File: config.mk
export PLATFORM = sky130hd
export DESIGN_NAME = ofs_isqrt
export DESIGN_NICKNAME = d
export VERILOG_FILES = /design/src/sv/ofs_pkg.sv /design/src/sv/ofs_isqrt.sv
export SDC_FILE = /design/constraint.sdc
export NUM_CORES = 1
export LEC_CHECK = 0
export ABC_AREA = 1
export BUFFER_PORTS_ARGS = -buffer_cell sky130_fd_sc_hd__buf_2
export CELL_PAD_IN_SITES_DETAIL_PLACEMENT = 0
export CELL_PAD_IN_SITES_GLOBAL_PLACEMENT = 1
export CORE_MARGIN = 2
export CORE_UTILIZATION = 43
export CTS_CLUSTER_DIAMETER = 120
export CTS_CLUSTER_SIZE = 40
export DETAILED_ROUTE_END_ITERATION = 12
export PLACE_DENSITY = 0.81
export SETUP_SLACK_MARGIN = 0.1
export SLEW_MARGIN = 20
export SYNTH_ARGS = -nofsm -noshare
export SYNTH_HDL_FRONTEND = slang
export SYNTH_SLANG_ARGS = --single-unit
File: constraint.sdc
create_clock -name clk -period 4.75 [get_ports clk]
set_clock_uncertainty 0.2 [all_clocks]
set_input_delay 0.7125 -clock clk [delete_from_list [all_inputs] [get_ports clk]]
set_output_delay 0.7125 -clock clk [all_outputs]
set_load 0.01 [all_outputs]
File: src/sv/ofs_pkg.sv
// Shared types, constants and the update microprogram for the orientation filter.
// Used by every module of the block but ofs_regfile; no dependencies.
package ofs_pkg;

  // Q16.16 constants
  localparam logic signed [31:0] Q_ONE = 32'sh0001_0000;
  localparam logic signed [31:0] Q_MAX = 32'sh7FFF_FFFF;
  localparam logic signed [31:0] Q_MIN = 32'sh8000_0000;

  // Configuration reset values
  localparam logic [30:0] BETA_RST    = 31'd6554;
  localparam logic [30:0] GATE_LO_RST = 31'd53084;
  localparam logic [30:0] GATE_HI_RST = 31'd79299;

  typedef enum logic [1:0] {
    CFG_BETA    = 2'd0,
    CFG_GATE_LO = 2'd1,
    CFG_GATE_HI = 2'd2
  } cfg_idx_t;

  // Operations of the shared arithmetic unit
  typedef enum logic [3:0] {
    OP_MUL,     // saturating Q16.16 multiply
    OP_ADD,
    OP_SUB,
    OP_NEG,
    OP_HALF,    // floor shift right by one
    OP_ISQ,     // inverse square root (multi-cycle unit)
    OP_GATE,    // latch accel gate flag from operand a
    OP_GSEL,    // a if gate passed, else zero
    OP_ZIFZ,    // zero if b is zero, else a
    OP_ONEIFZ,  // one if b is zero, else a
    OP_NEGIFN,  // negate a if b is negative
    OP_STO,     // store a to orientation component d
    OP_END
  } op_t;

  // Sequencer states
  typedef enum logic [2:0] {
    SQ_IDLE,
    SQ_FETCH,
    SQ_EXEC,
    SQ_ISQ,
    SQ_DONE
  } seq_state_t;

  // Inverse root unit states
  typedef enum logic [1:0] {
    ISQ_IDLE,
    ISQ_DIV,
    ISQ_ROOT,
    ISQ_DONE
  } isq_state_t;

  typedef struct packed {
    logic               start;
    logic signed [31:0] x;
  } isq_req_t;

  typedef struct packed {
    logic               busy;
    logic               done;
    logic signed [31:0] result;
  } isq_rsp_t;

  typedef struct packed {
    op_t        op;
    logic [5:0] d;
    logic [5:0] a;
    logic [5:0] b;
  } instr_t;

  // Scratch registers (R4 and R5 are running temporaries)
  localparam logic [5:0] R0  = 6'd0,  R1  = 6'd1,  R2  = 6'd2,  R3  = 6'd3;
  localparam logic [5:0] R4  = 6'd4,  R5  = 6'd5,  R6  = 6'd6,  R7  = 6'd7;
  localparam logic [5:0] R8  = 6'd8,  R9  = 6'd9,  R10 = 6'd10, R11 = 6'd11;
  localparam logic [5:0] R12 = 6'd12, R13 = 6'd13, R14 = 6'd14, R15 = 6'd15;
  localparam logic [5:0] R16 = 6'd16, R17 = 6'd17, R18 = 6'd18, R19 = 6'd19;
  localparam logic [5:0] R20 = 6'd20, R21 = 6'd21, R22 = 6'd22, R23 = 6'd23;
  localparam logic [5:0] R24 = 6'd24, R25 = 6'd25, R26 = 6'd26, R27 = 6'd27;
  localparam logic [5:0] R28 = 6'd28, R29 = 6'd29, R30 = 6'd30;

  // Special operands (bit 5 set): item fields, registers, constants, orientation
  localparam logic [5:0] S_RX   = 6'd32, S_RY   = 6'd33, S_RZ = 6'd34;
  localparam logic [5:0] S_AX   = 6'd35, S_AY   = 6'd36, S_AZ = 6'd37;
  localparam logic [5:0] S_DT   = 6'd38, S_BETA = 6'd39;
  localparam logic [5:0] S_ONE  = 6'd40, S_ZERO = 6'd41;
  localparam logic [5:0] S_PW   = 6'd42, S_PX   = 6'd43, S_PY = 6'd44, S_PZ = 6'd45;

  // Orientation slots for OP_STO
  localparam logic [5:0] O_W = 6'd0, O_X = 6'd1, O_Y = 6'd2, O_Z = 6'd3;

  localparam int PROG_DEPTH = 256;

  function automatic instr_t mk(input op_t op, input logic [5:0] d,
                                input logic [5:0] a, input logic [5:0] b);
    instr_t i;
    i.op = op;
    i.d  = d;
    i.a  = a;
    i.b  = b;
    return i;
  endfunction

  // Update program, one instruction per entry
  function automatic instr_t prog_at(input logic [7:0] pc);
    instr_t p [PROG_DEPTH];
    int     n;
    for (int i = 0; i < PROG_DEPTH; i++) p[i] = mk(OP_END, R0, S_ZERO, S_ZERO);
    n = 0;
    // half of previous orientation
    p[n] = mk(OP_HALF, R0, S_PW, S_ZERO); n++;
    p[n] = mk(OP_HALF, R1, S_PX, S_ZERO); n++;
    p[n] = mk(OP_HALF, R2, S_PY, S_ZERO); n++;
    p[n] = mk(OP_HALF, R3, S_PZ, S_ZERO); n++;
    // rate derivative: half x <0, rate> into R6..R9
    p[n] = mk(OP_MUL, R4, R0, S_ZERO); n++;
    p[n] = mk(OP_MUL, R5, R1, S_RX);   n++;
    p[n] = mk(OP_SUB, R4, R4, R5);     n++;
    p[n] = mk(OP_MUL, R5, R2, S_RY);   n++;
    p[n] = mk(OP_SUB, R4, R4, R5);     n++;
    p[n] = mk(OP_MUL, R5, R3, S_RZ);   n++;
    p[n] = mk(OP_SUB, R6, R4, R5);     n++;
    p[n] = mk(OP_MUL, R4, R0, S_RX);   n++;
    p[n] = mk(OP_MUL, R5, R1, S_ZERO); n++;
    p[n] = mk(OP_ADD, R4, R4, R5);     n++;
    p[n] = mk(OP_MUL, R5, R2, S_RZ);   n++;
    p[n] = mk(OP_ADD, R4, R4, R5);     n++;
    p[n] = mk(OP_MUL, R5, R3, S_RY);   n++;
    p[n] = mk(OP_SUB, R7, R4, R5);     n++;
    p[n] = mk(OP_MUL, R4, R0, S_RY);   n++;
    p[n] = mk(OP_MUL, R5, R1, S_RZ);   n++;
    p[n] = mk(OP_SUB, R4, R4, R5);     n++;
    p[n] = mk(OP_MUL, R5, R2, S_ZERO); n++;
    p[n] = mk(OP_ADD, R4, R4, R5);     n++;
    p[n] = mk(OP_MUL, R5, R3, S_RX);   n++;
    p[n] = mk(OP_ADD, R8, R4, R5);     n++;
    p[n] = mk(OP_MUL, R4, R0, S_RZ);   n++;
    p[n] = mk(OP_MUL, R5, R1, S_RY);   n++;
    p[n] = mk(OP_ADD, R4, R4, R5);     n++;
    p[n] = mk(OP_MUL, R5, R2, S_RX);   n++;
    p[n] = mk(OP_SUB, R4, R4, R5);     n++;
    p[n] = mk(OP_MUL, R5, R3, S_ZERO); n++;
    p[n] = mk(OP_ADD, R9, R4, R5);     n++;
    // squared accel norm, gate, inverse norm
    p[n] = mk(OP_MUL, R4, S_AX, S_AX); n++;
    p[n] = mk(OP_MUL, R5, S_AY, S_AY); n++;
    p[n] = mk(OP_ADD, R4, R4, R5);     n++;
    p[n] = mk(OP_MUL, R5, S_AZ, S_AZ); n++;
    p[n] = mk(OP_ADD, R10, R4, R5);    n++;
    p[n] = mk(OP_GATE, R0, R10, S_ZERO); n++;
    p[n] = mk(OP_ISQ, R11, R10, S_ZERO); n++;
    // negated normalized accel
    p[n] = mk(OP_MUL, R12, R11, S_AX); n++;
    p[n] = mk(OP_NEG, R12, R12, S_ZERO); n++;
    p[n] = mk(OP_MUL, R13, R11, S_AY); n++;
    p[n] = mk(OP_NEG, R13, R13, S_ZERO); n++;
    p[n] = mk(OP_MUL, R14, R11, S_AZ); n++;
    p[n] = mk(OP_NEG, R14, R14, S_ZERO); n++;
    // conjugate vector part
    p[n] = mk(OP_NEG, R16, S_PX, S_ZERO); n++;
    p[n] = mk(OP_NEG, R17, S_PY, S_ZERO); n++;
    p[n] = mk(OP_NEG, R18, S_PZ, S_ZERO); n++;
    // conj x gravity into R19..R22
    p[n] = mk(OP_MUL, R4, S_PW, S_ZERO); n++;
    p[n] = mk(OP_MUL, R5, R16, S_ZERO);  n++;
    p[n] = mk(OP_SUB, R4, R4, R5);       n++;
    p[n] = mk(OP_MUL, R5, R17, S_ZERO);  n++;
    p[n] = mk(OP_SUB, R4, R4, R5);       n++;
    p[n] = mk(OP_MUL, R5, R18, S_ONE);   n++;
    p[n] = mk(OP_SUB, R19, R4, R5);      n++;
    p[n] = mk(OP_MUL, R4, S_PW, S_ZERO); n++;
    p[n] = mk(OP_MUL, R5, R16, S_ZERO);  n++;
    p[n] = mk(OP_ADD, R4, R4, R5);       n++;
    p[n] = mk(OP_MUL, R5, R17, S_ONE);   n++;
    p[n] = mk(OP_ADD, R4, R4, R5);       n++;
    p[n] = mk(OP_MUL, R5, R18, S_ZERO);  n++;
    p[n] = mk(OP_SUB, R20, R4, R5);      n++;
    p[n] = mk(OP_MUL, R4, S_PW, S_ZERO); n++;
    p[n] = mk(OP_MUL, R5, R16, S_ONE);   n++;
    p[n] = mk(OP_SUB, R4, R4, R5);       n++;
    p[n] = mk(OP_MUL, R5, R17, S_ZERO);  n++;
    p[n] = mk(OP_ADD, R4, R4, R5);       n++;
    p[n] = mk(OP_MUL, R5, R18, S_ZERO);  n++;
    p[n] = mk(OP_ADD, R21, R4, R5);      n++;
    p[n] = mk(OP_MUL, R4, S_PW, S_ONE);  n++;
    p[n] = mk(OP_MUL, R5, R16, S_ZERO);  n++;
    p[n] = mk(OP_ADD, R4, R4, R5);       n++;
    p[n] = mk(OP_MUL, R5, R17, S_ZERO);  n++;
    p[n] = mk(OP_SUB, R4, R4, R5);       n++;
    p[n] = mk(OP_MUL, R5, R18, S_ZERO);  n++;
    p[n] = mk(OP_ADD, R22, R4, R5);      n++;
    // (...) x q, vector part only, into R24..R26
    p[n] = mk(OP_MUL, R4, R19, S_PX); n++;
    p[n] = mk(OP_MUL, R5, R20, S_PW); n++;
    p[n] = mk(OP_ADD, R4, R4, R5);    n++;
    p[n] = mk(OP_MUL, R5, R21, S_PZ); n++;
    p[n] = mk(OP_ADD, R4, R4, R5);    n++;
    p[n] = mk(OP_MUL, R5, R22, S_PY); n++;
    p[n] = mk(OP_SUB, R24, R4, R5);   n++;
    p[n] = mk(OP_MUL, R4, R19, S_PY); n++;
    p[n] = mk(OP_MUL, R5, R20, S_PZ); n++;
    p[n] = mk(OP_SUB, R4, R4, R5);    n++;
    p[n] = mk(OP_MUL, R5, R21, S_PW); n++;
    p[n] = mk(OP_ADD, R4, R4, R5);    n++;
    p[n] = mk(OP_MUL, R5, R22, S_PX); n++;
    p[n] = mk(OP_ADD, R25, R4, R5);   n++;
    p[n] = mk(OP_MUL, R4, R19, S_PZ); n++;
    p[n] = mk(OP_MUL, R5, R20, S_PY); n++;
    p[n] = mk(OP_ADD, R4, R4, R5);    n++;
    p[n] = mk(OP_MUL, R5, R21, S_PX); n++;
    p[n] = mk(OP_SUB, R4, R4, R5);    n++;
    p[n] = mk(OP_MUL, R5, R22, S_PW); n++;
    p[n] = mk(OP_ADD, R26, R4, R5);   n++;
    // objective f into R27..R29
    p[n] = mk(OP_SUB, R27, R24, R12); n++;
    p[n] = mk(OP_SUB, R28, R25, R13); n++;
    p[n] = mk(OP_SUB, R29, R26, R14); n++;
    // gradient: gw R15, gx R16, gy R17, gz R18
    p[n] = mk(OP_MUL, R4, S_PX, R28); n++;
    p[n] = mk(OP_MUL, R5, S_PY, R27); n++;
    p[n] = mk(OP_SUB, R4, R4, R5);    n++;
    p[n] = mk(OP_ADD, R15, R4, R4);   n++;
    p[n] = mk(OP_MUL, R4, S_PZ, R27); n++;
    p[n] = mk(OP_MUL, R5, S_PW, R28); n++;
    p[n] = mk(OP_ADD, R4, R4, R5);    n++;
    p[n] = mk(OP_MUL, R5, S_PX, R29); n++;
    p[n] = mk(OP_ADD, R5, R5, R5);    n++;
    p[n] = mk(OP_SUB, R4, R4, R5);    n++;
    p[n] = mk(OP_ADD, R16, R4, R4);   n++;
    p[n] = mk(OP_MUL, R4, S_PZ, R28); n++;
    p[n] = mk(OP_MUL, R5, S_PW, R27); n++;
    p[n] = mk(OP_MUL, R0, S_PY, R29); n++;
    p[n] = mk(OP_ADD, R0, R0, R0);    n++;
    p[n] = mk(OP_ADD, R5, R5, R0);    n++;
    p[n] = mk(OP_SUB, R4, R4, R5);    n++;
    p[n] = mk(OP_ADD, R17, R4, R4);   n++;
    p[n] = mk(OP_MUL, R4, S_PX, R27); n++;
    p[n] = mk(OP_MUL, R5, S_PY, R28); n++;
    p[n] = mk(OP_ADD, R4, R4, R5);    n++;
    p[n] = mk(OP_ADD, R18, R4, R4);   n++;
    // squared gradient norm into R19
    p[n] = mk(OP_MUL, R4, R15, R15); n++;
    p[n] = mk(OP_MUL, R5, R16, R16); n++;
    p[n] = mk(OP_ADD, R4, R4, R5);   n++;
    p[n] = mk(OP_MUL, R5, R17, R17); n++;
    p[n] = mk(OP_MUL, R0, R18, R18); n++;
    p[n] = mk(OP_ADD, R5, R5, R0);   n++;
    p[n] = mk(OP_ADD, R19, R4, R5);  n++;
    // scale = beta / |grad|
    p[n] = mk(OP_ISQ, R20, R19, S_ZERO); n++;
    p[n] = mk(OP_MUL, R20, S_BETA, R20); n++;
    // correction into R21..R24, zero when gradient is zero or gate rejects
    p[n] = mk(OP_MUL, R21, R20, R15);     n++;
    p[n] = mk(OP_ZIFZ, R21, R21, R19);    n++;
    p[n] = mk(OP_GSEL, R21, R21, S_ZERO); n++;
    p[n] = mk(OP_MUL, R22, R20, R16);     n++;
    p[n] = mk(OP_ZIFZ, R22, R22, R19);    n++;
    p[n] = mk(OP_GSEL, R22, R22, S_ZERO); n++;
    p[n] = mk(OP_MUL, R23, R20, R17);     n++;
    p[n] = mk(OP_ZIFZ, R23, R23, R19);    n++;
    p[n] = mk(OP_GSEL, R23, R23, S_ZERO); n++;
    p[n] = mk(OP_MUL, R24, R20, R18);     n++;
    p[n] = mk(OP_ZIFZ, R24, R24, R19);    n++;
    p[n] = mk(OP_GSEL, R24, R24, S_ZERO); n++;
    // integrate into R25..R28
    p[n] = mk(OP_SUB, R4, R6, R21);    n++;
    p[n] = mk(OP_MUL, R4, R4, S_DT);   n++;
    p[n] = mk(OP_ADD, R25, S_PW, R4);  n++;
    p[n] = mk(OP_SUB, R4, R7, R22);    n++;
    p[n] = mk(OP_MUL, R4, R4, S_DT);   n++;
    p[n] = mk(OP_ADD, R26, S_PX, R4);  n++;
    p[n] = mk(OP_SUB, R4, R8, R23);    n++;
    p[n] = mk(OP_MUL, R4, R4, S_DT);   n++;
    p[n] = mk(OP_ADD, R27, S_PY, R4);  n++;
    p[n] = mk(OP_SUB, R4, R9, R24);    n++;
    p[n] = mk(OP_MUL, R4, R4, S_DT);   n++;
    p[n] = mk(OP_ADD, R28, S_PZ, R4);  n++;
    // renormalize; a zero norm multiplies by one
    p[n] = mk(OP_MUL, R4, R25, R25); n++;
    p[n] = mk(OP_MUL, R5, R26, R26); n++;
    p[n] = mk(OP_ADD, R4, R4, R5);   n++;
    p[n] = mk(OP_MUL, R5, R27, R27); n++;
    p[n] = mk(OP_ADD, R4, R4, R5);   n++;
    p[n] = mk(OP_MUL, R5, R28, R28); n++;
    p[n] = mk(OP_ADD, R29, R4, R5);  n++;
    p[n] = mk(OP_ISQ, R30, R29, S_ZERO); n++;
    p[n] = mk(OP_ONEIFZ, R30, R30, R29); n++;
    p[n] = mk(OP_MUL, R25, R25, R30); n++;
    p[n] = mk(OP_MUL, R26, R26, R30); n++;
    p[n] = mk(OP_MUL, R27, R27, R30); n++;
    p[n] = mk(OP_MUL, R28, R28, R30); n++;
    // hemisphere test against previous orientation
    p[n] = mk(OP_MUL, R4, R25, S_PW); n++;
    p[n] = mk(OP_MUL, R5, R26, S_PX); n++;
    p[n] = mk(OP_ADD, R4, R4, R5);    n++;
    p[n] = mk(OP_MUL, R5, R27, S_PY); n++;
    p[n] = mk(OP_ADD, R4, R4, R5);    n++;
    p[n] = mk(OP_MUL, R5, R28, S_PZ); n++;
    p[n] = mk(OP_ADD, R29, R4, R5);   n++;
    p[n] = mk(OP_NEGIFN, R25, R25, R29); n++;
    p[n] = mk(OP_NEGIFN, R26, R26, R29); n++;
    p[n] = mk(OP_NEGIFN, R27, R27, R29); n++;
    p[n] = mk(OP_NEGIFN, R28, R28, R29); n++;
    // commit
    p[n] = mk(OP_STO, O_W, R25, S_ZERO); n++;
    p[n] = mk(OP_STO, O_X, R26, S_ZERO); n++;
    p[n] = mk(OP_STO, O_Y, R27, S_ZERO); n++;
    p[n] = mk(OP_STO, O_Z, R28, S_ZERO); n++;
    p[n] = mk(OP_END, R0, S_ZERO, S_ZERO);
    return p[pc];
  endfunction

endpackage

File: src/sv/ofs_isqrt.sv
// Iterative inverse square root: floor(sqrt(floor(2^48 / x))), one bit per cycle
// (49 division steps then 25 root steps). Depends on ofs_pkg.
module ofs_isqrt (
  input  logic              clk,
  input  logic              rst,
  input  ofs_pkg::isq_req_t req,
  output ofs_pkg::isq_rsp_t rsp
);
  import ofs_pkg::*;

  isq_state_t  state, state_next;
  logic [30:0] divisor;
  logic [31:0] rem;
  logic [49:0] quo;
  logic [27:0] rrem;
  logic [24:0] root;
  logic [5:0]  cnt;
  logic        nonpos;

  logic [31:0] dsh;
  logic        dge;
  logic [27:0] rsh;
  logic [27:0] trial;
  logic        rge;

  // one restoring division step; the dividend is a single one at bit 48
  assign dsh = {rem[30:0], (cnt == '0)};
  assign dge = dsh >= {1'b0, divisor};

  // one digit-by-digit root step
  assign rsh   = {rrem[25:0], quo[49:48]};
  assign trial = {1'b0, root, 2'b01};
  assign rge   = rsh >= trial;

  // next state
  always_comb begin
    state_next = state;
    unique case (state)
      ISQ_IDLE: if (req.start) state_next = (req.x <= 0) ? ISQ_DONE : ISQ_DIV;
      ISQ_DIV:  if (cnt == 6'd48) state_next = ISQ_ROOT;
      ISQ_ROOT: if (cnt == 6'd24) state_next = ISQ_DONE;
      ISQ_DONE: state_next = ISQ_IDLE;
      default:  state_next = ISQ_IDLE;
    endcase
  end

  always_ff @(posedge clk) begin
    if (rst) begin
      state <= ISQ_IDLE;
    end else begin
      state <= state_next;
    end
  end

  // datapath
  always_ff @(posedge clk) begin
    unique case (state)
      ISQ_IDLE: begin
        divisor <= req.x[30:0];
        nonpos  <= (req.x <= 0);
        rem     <= '0;
        quo     <= '0;
        rrem    <= '0;
        root    <= '0;
        cnt     <= '0;
      end
      ISQ_DIV: begin
        rem <= dge ? dsh - {1'b0, divisor} : dsh;
        quo <= {quo[48:0], dge};
        cnt <= (cnt == 6'd48) ? '0 : cnt + 6'd1;
      end
      ISQ_ROOT: begin
        rrem <= rge ? rsh - trial : rsh;
        root <= {root[23:0], rge};
        quo  <= {quo[47:0], 2'b00};
        cnt  <= cnt + 6'd1;
      end
      default: ;
    endcase
  end

  // outputs
  always_comb begin
    rsp.busy   = (state != ISQ_IDLE);
    rsp.done   = (state == ISQ_DONE);
    rsp.result = nonpos ? Q_MAX : {7'd0, root};
  end

endmodule

==> metrics.txt <==
Hold Violations, Final 0; unrepaired setup endpoints after global routing no; final worst-path cycle share 75.1%; maximum vdd ir drop 595 uV; number of max-capacitance violations reported 0; Seq cells post-synth 172; Synth top area share 42.6%; fraction of met1 tracks used by global routing 30.2%; final routed wire length divided by cell count 13.7 um; cells resized by post-CTS repair 0; most instantiated library cell after synthesis sky130_fd_sc_hd__nand2_1; footprint of the flip-flops and latches 5140 um2; number of global-route vias before repair 9054; number of I/O pins 69; total CTS buffers 17; via count 9859; startpoint of the worst-slack reg-to-reg timing path cnt[0]; slew margin rel. 38.4%; number of placed instances, taps included 2052; Clk pwr share 14.3%; top cell type by total area after synthesis sky130_fd_sc_hd__edfxtp_1; Area contributors post-synth sky130_fd_sc_hd__edfxtp_1, sky130_fd_sc_hd__nand2_1, sky130_fd_sc_hd__inv_1; Non-Filler Instances 2084; Critical Path Start Type register; clock slew seen by the registers of the worst setup and hold paths 0.07 ns; power density over cell area 777 nW/um2; GRT Max-Usage Layer met2; layout cells sized above 1 7.62%; Via-to-Cell Ratio 4.73; number of cells produced by synthesis 1641; total overflow reported by the global router 0; number of warnings issued by yosys 0; Fmax 280 MHz; Crit path arrival time 3.55 ns; maximum count of clock buffers along a single path 2; total standard cell area after synthesis 12000 um2; count of TritonRoute iterations in the first routing pass 7; share of synthesized flip-flops with an asynchronous set or reset 0%; fill count 2817; Worst Tran Pin Value 0.924 ns; path type of the worst min-delay path primary input to register; worst reg2reg path depth 19; number of nets with antenna violations after routing 0; Switch Pwr 5.16 mW; overall power after layout 10.3 mW; number of nets at the end of the flow 1794; synthesized area divided by synthesized cell count 7.30 um2; depth of the worst hold-timing path 1; Worst Hold Slack 0.266 ns; Seq pwr share 26.2%; largest net degree at the start of global routing 57; number of synthesized flops with an enable pin 170; count of buffers from port buffering 67; Internal Power 5.14 mW; die extent in x 171 um; most instantiated flip-flop cell in the synthesis netlist sky130_fd_sc_hd__edfxtp_1; Max Transition Viols Final 0; FF-to-FF End rem[8]; met2 routing resource usage after global routing 30.4%; setup slack on the worst flop-to-flop path 1.18 ns; height of the die 171 um; Leakage Power 6.81 nW; met3 usage in global routing 2.68%; # hold bufs at CTS 0; result of the run finished clean; largest fanout of any net on the critical path 30; number of setup violations in the final report 0; sequential fraction of the synthesis area 42.9%; number of nets in the synthesized netlist 1742; CTS H-Tree Depth 4; clock tree from TritonCTS yes; Total Routed Length 28600 um; number of antenna violations at the first check in global routing 1; number of sinks handled by clock tree synthesis 172; Routability Congestion 0.883; critical setup path kind register to register; core region area 27600 um2; fraction of power consumed by combinational cells 59.4%; Endpoint, Worst Hold divisor[4]; effective utilization at floorplan 43.4%; first-pass GRT wire length 46000 um; P&R area growth vs syn 10.6%; synth cell count leaders sky130_fd_sc_hd__nand2_1, sky130_fd_sc_hd__inv_1, sky130_fd_sc_hd__nor2_1, sky130_fd_sc_hd__edfxtp_1, sky130_fd_sc_hd__nand3_1; setup_tns 0 ns; # diodes 0; clock insertion delay at the later pin of the skew report 0.44 ns; final setup slack of the worst path 1.18 ns; setup slack at placement 1.20 ns; initial detailed-routing violation count 616; HPWL after detailed placement 21400 um; Rows 61; Die Area 29200 um2; number of different library cells in the post-synthesis netlist 39; final critical delay including setup and external delays 3.57 ns; overall fraction of global-route tracks in use 20.1%; area used by multi-input combinational logic 5260 um2; switching share of power 50.1%; post-CTS repair timing setup buffer count 0; Worst Setup End Kind register; source of the worst hold timing path req[4]; DR DRC count 0; root buf cell sky130_fd_sc_hd__clkbuf_16; Required @ worst endpoint 4.74 ns
-- final cells by class --
class | instances | area share (%)
multi-input cells | 1067 | 39.7
flip-flops and latches | 172 | 38.8
inverters | 361 | 10.3
well taps | 378 | 3.57
clock buffers | 17 | 3.21
repair buffers | 74 | 2.93
clock inverters | 15 | 1.51
-- critical path, cell delays in order, from the launching register on --
cell and delay, ns:
sky130_fd_sc_hd__edfxtp_1 0.43, sky130_fd_sc_hd__inv_1 0.08, sky130_fd_sc_hd__ha_1 0.16, sky130_fd_sc_hd__nand2_1 0.06, sky130_fd_sc_hd__nor2_1 0.11, sky130_fd_sc_hd__nand3_1 0.10, sky130_fd_sc_hd__ha_1 0.22, sky130_fd_sc_hd__fa_1 0.41
sky130_fd_sc_hd__inv_1 0.11, sky130_fd_sc_hd__nand3_1 0.09, sky130_fd_sc_hd__nand2_2 0.11, sky130_fd_sc_hd__nand2_1 0.07, sky130_fd_sc_hd__nand2_2 0.10, sky130_fd_sc_hd__nand2_1 0.09, sky130_fd_sc_hd__nand3_2 0.09, sky130_fd_sc_hd__nand2_4 0.14
sky130_fd_sc_hd__nand2_4 0.34, sky130_fd_sc_hd__inv_4 0.19, sky130_fd_sc_hd__nor2_1 0.13, sky130_fd_sc_hd__nor2_1 0.07
-- flip-flops by register name (all words and copies together) (netlist names) --
register  flops
quo          50
cnt           6
root         25
state         2
rrem         26
rem          31
nonpos        1
divisor      31
-- through the flow --
| stage | cell area (um2) | utilization (%) |
|---|---|---|
| after floorplan | 12000 | - |
| after global placement | 12600 | 45.7 |
| after detailed placement | 12600 | 45.7 |
| after CTS | 13300 | 48.0 |
| after global routing | 13300 | 48.0 |
| final | 13300 | 48.0 |
-- per-layer routing --
metal,up-vias,part of all wire [%]
met5,-,0
met4,0,1.4
met3,22,4.1
met2,180,42
met1,4460,52
li1,5197,-
-- cell usage in the layout, fill, tap and decap left out, types with 16 or more instances in the layout --
| cell | netlist | routed |
|---|---|---|
| sky130_fd_sc_hd__inv_1 | 357 | 356 |
| sky130_fd_sc_hd__ha_1 | 65 | 63 |
| sky130_fd_sc_hd__nand3_1 | 70 | 70 |
| sky130_fd_sc_hd__nand2_1 | 522 | 521 |
| sky130_fd_sc_hd__a21oi_1 | 39 | 39 |
| sky130_fd_sc_hd__nor2_1 | 197 | 197 |
| sky130_fd_sc_hd__buf_2 | 6 | 67 |
| sky130_fd_sc_hd__edfxtp_1 | 170 | 170 |
| sky130_fd_sc_hd__xor2_1 | 17 | 17 |
| sky130_fd_sc_hd__nand3b_1 | 16 | 16 |
| sky130_fd_sc_hd__clkbuf_16 | 0 | 17 |
| sky130_fd_sc_hd__o22ai_1 | 48 | 48 |
| sky130_fd_sc_hd__o21ai_0 | 28 | 28 |
-- cell families after synthesis --
group	after synthesis	synth area share (%)
xor gates and xnor gates	28	2.05
buffers and inverters	402	13.2
other	1	0.0313
DFF	172	42.9
AOI/OAI and AO/OA	125	5.91
adders and majority gates	66	6.95
and+or+nand+nor	847	28.9
-- power by group through the flow --
stage | Clock [mW] | Sequential, mW | Combinational [mW]
after detailed placement | 0 | 2.73 | 6.10
after global routing | 1.56 | 2.76 | 7.04
after CTS | 1.50 | 2.71 | 6.14
final | 1.48 | 2.70 | 6.12
after floorplan | 0 | 2.65 | 4.71
after global placement | 0 | 2.72 | 6.07
-- worst max-delay path by stage --
| stage | start | to | slack (ns) | depth (start not counted) |
|---|---|---|---|---|
| floorplan | state[0] | state[0] | 1.32 | 6 |
| global placement | cnt[0] | rem[7] | 1.29 | 19 |
| detailed placement | cnt[0] | rem[8] | 1.20 | 19 |
| CTS | cnt[0] | rem[8] | 1.19 | 19 |
| global route | cnt[0] | rem[16] | 0.86 | 19 |
| finish | cnt[0] | rem[8] | 1.18 | 19 |
(Power assumes the default switching activity.)
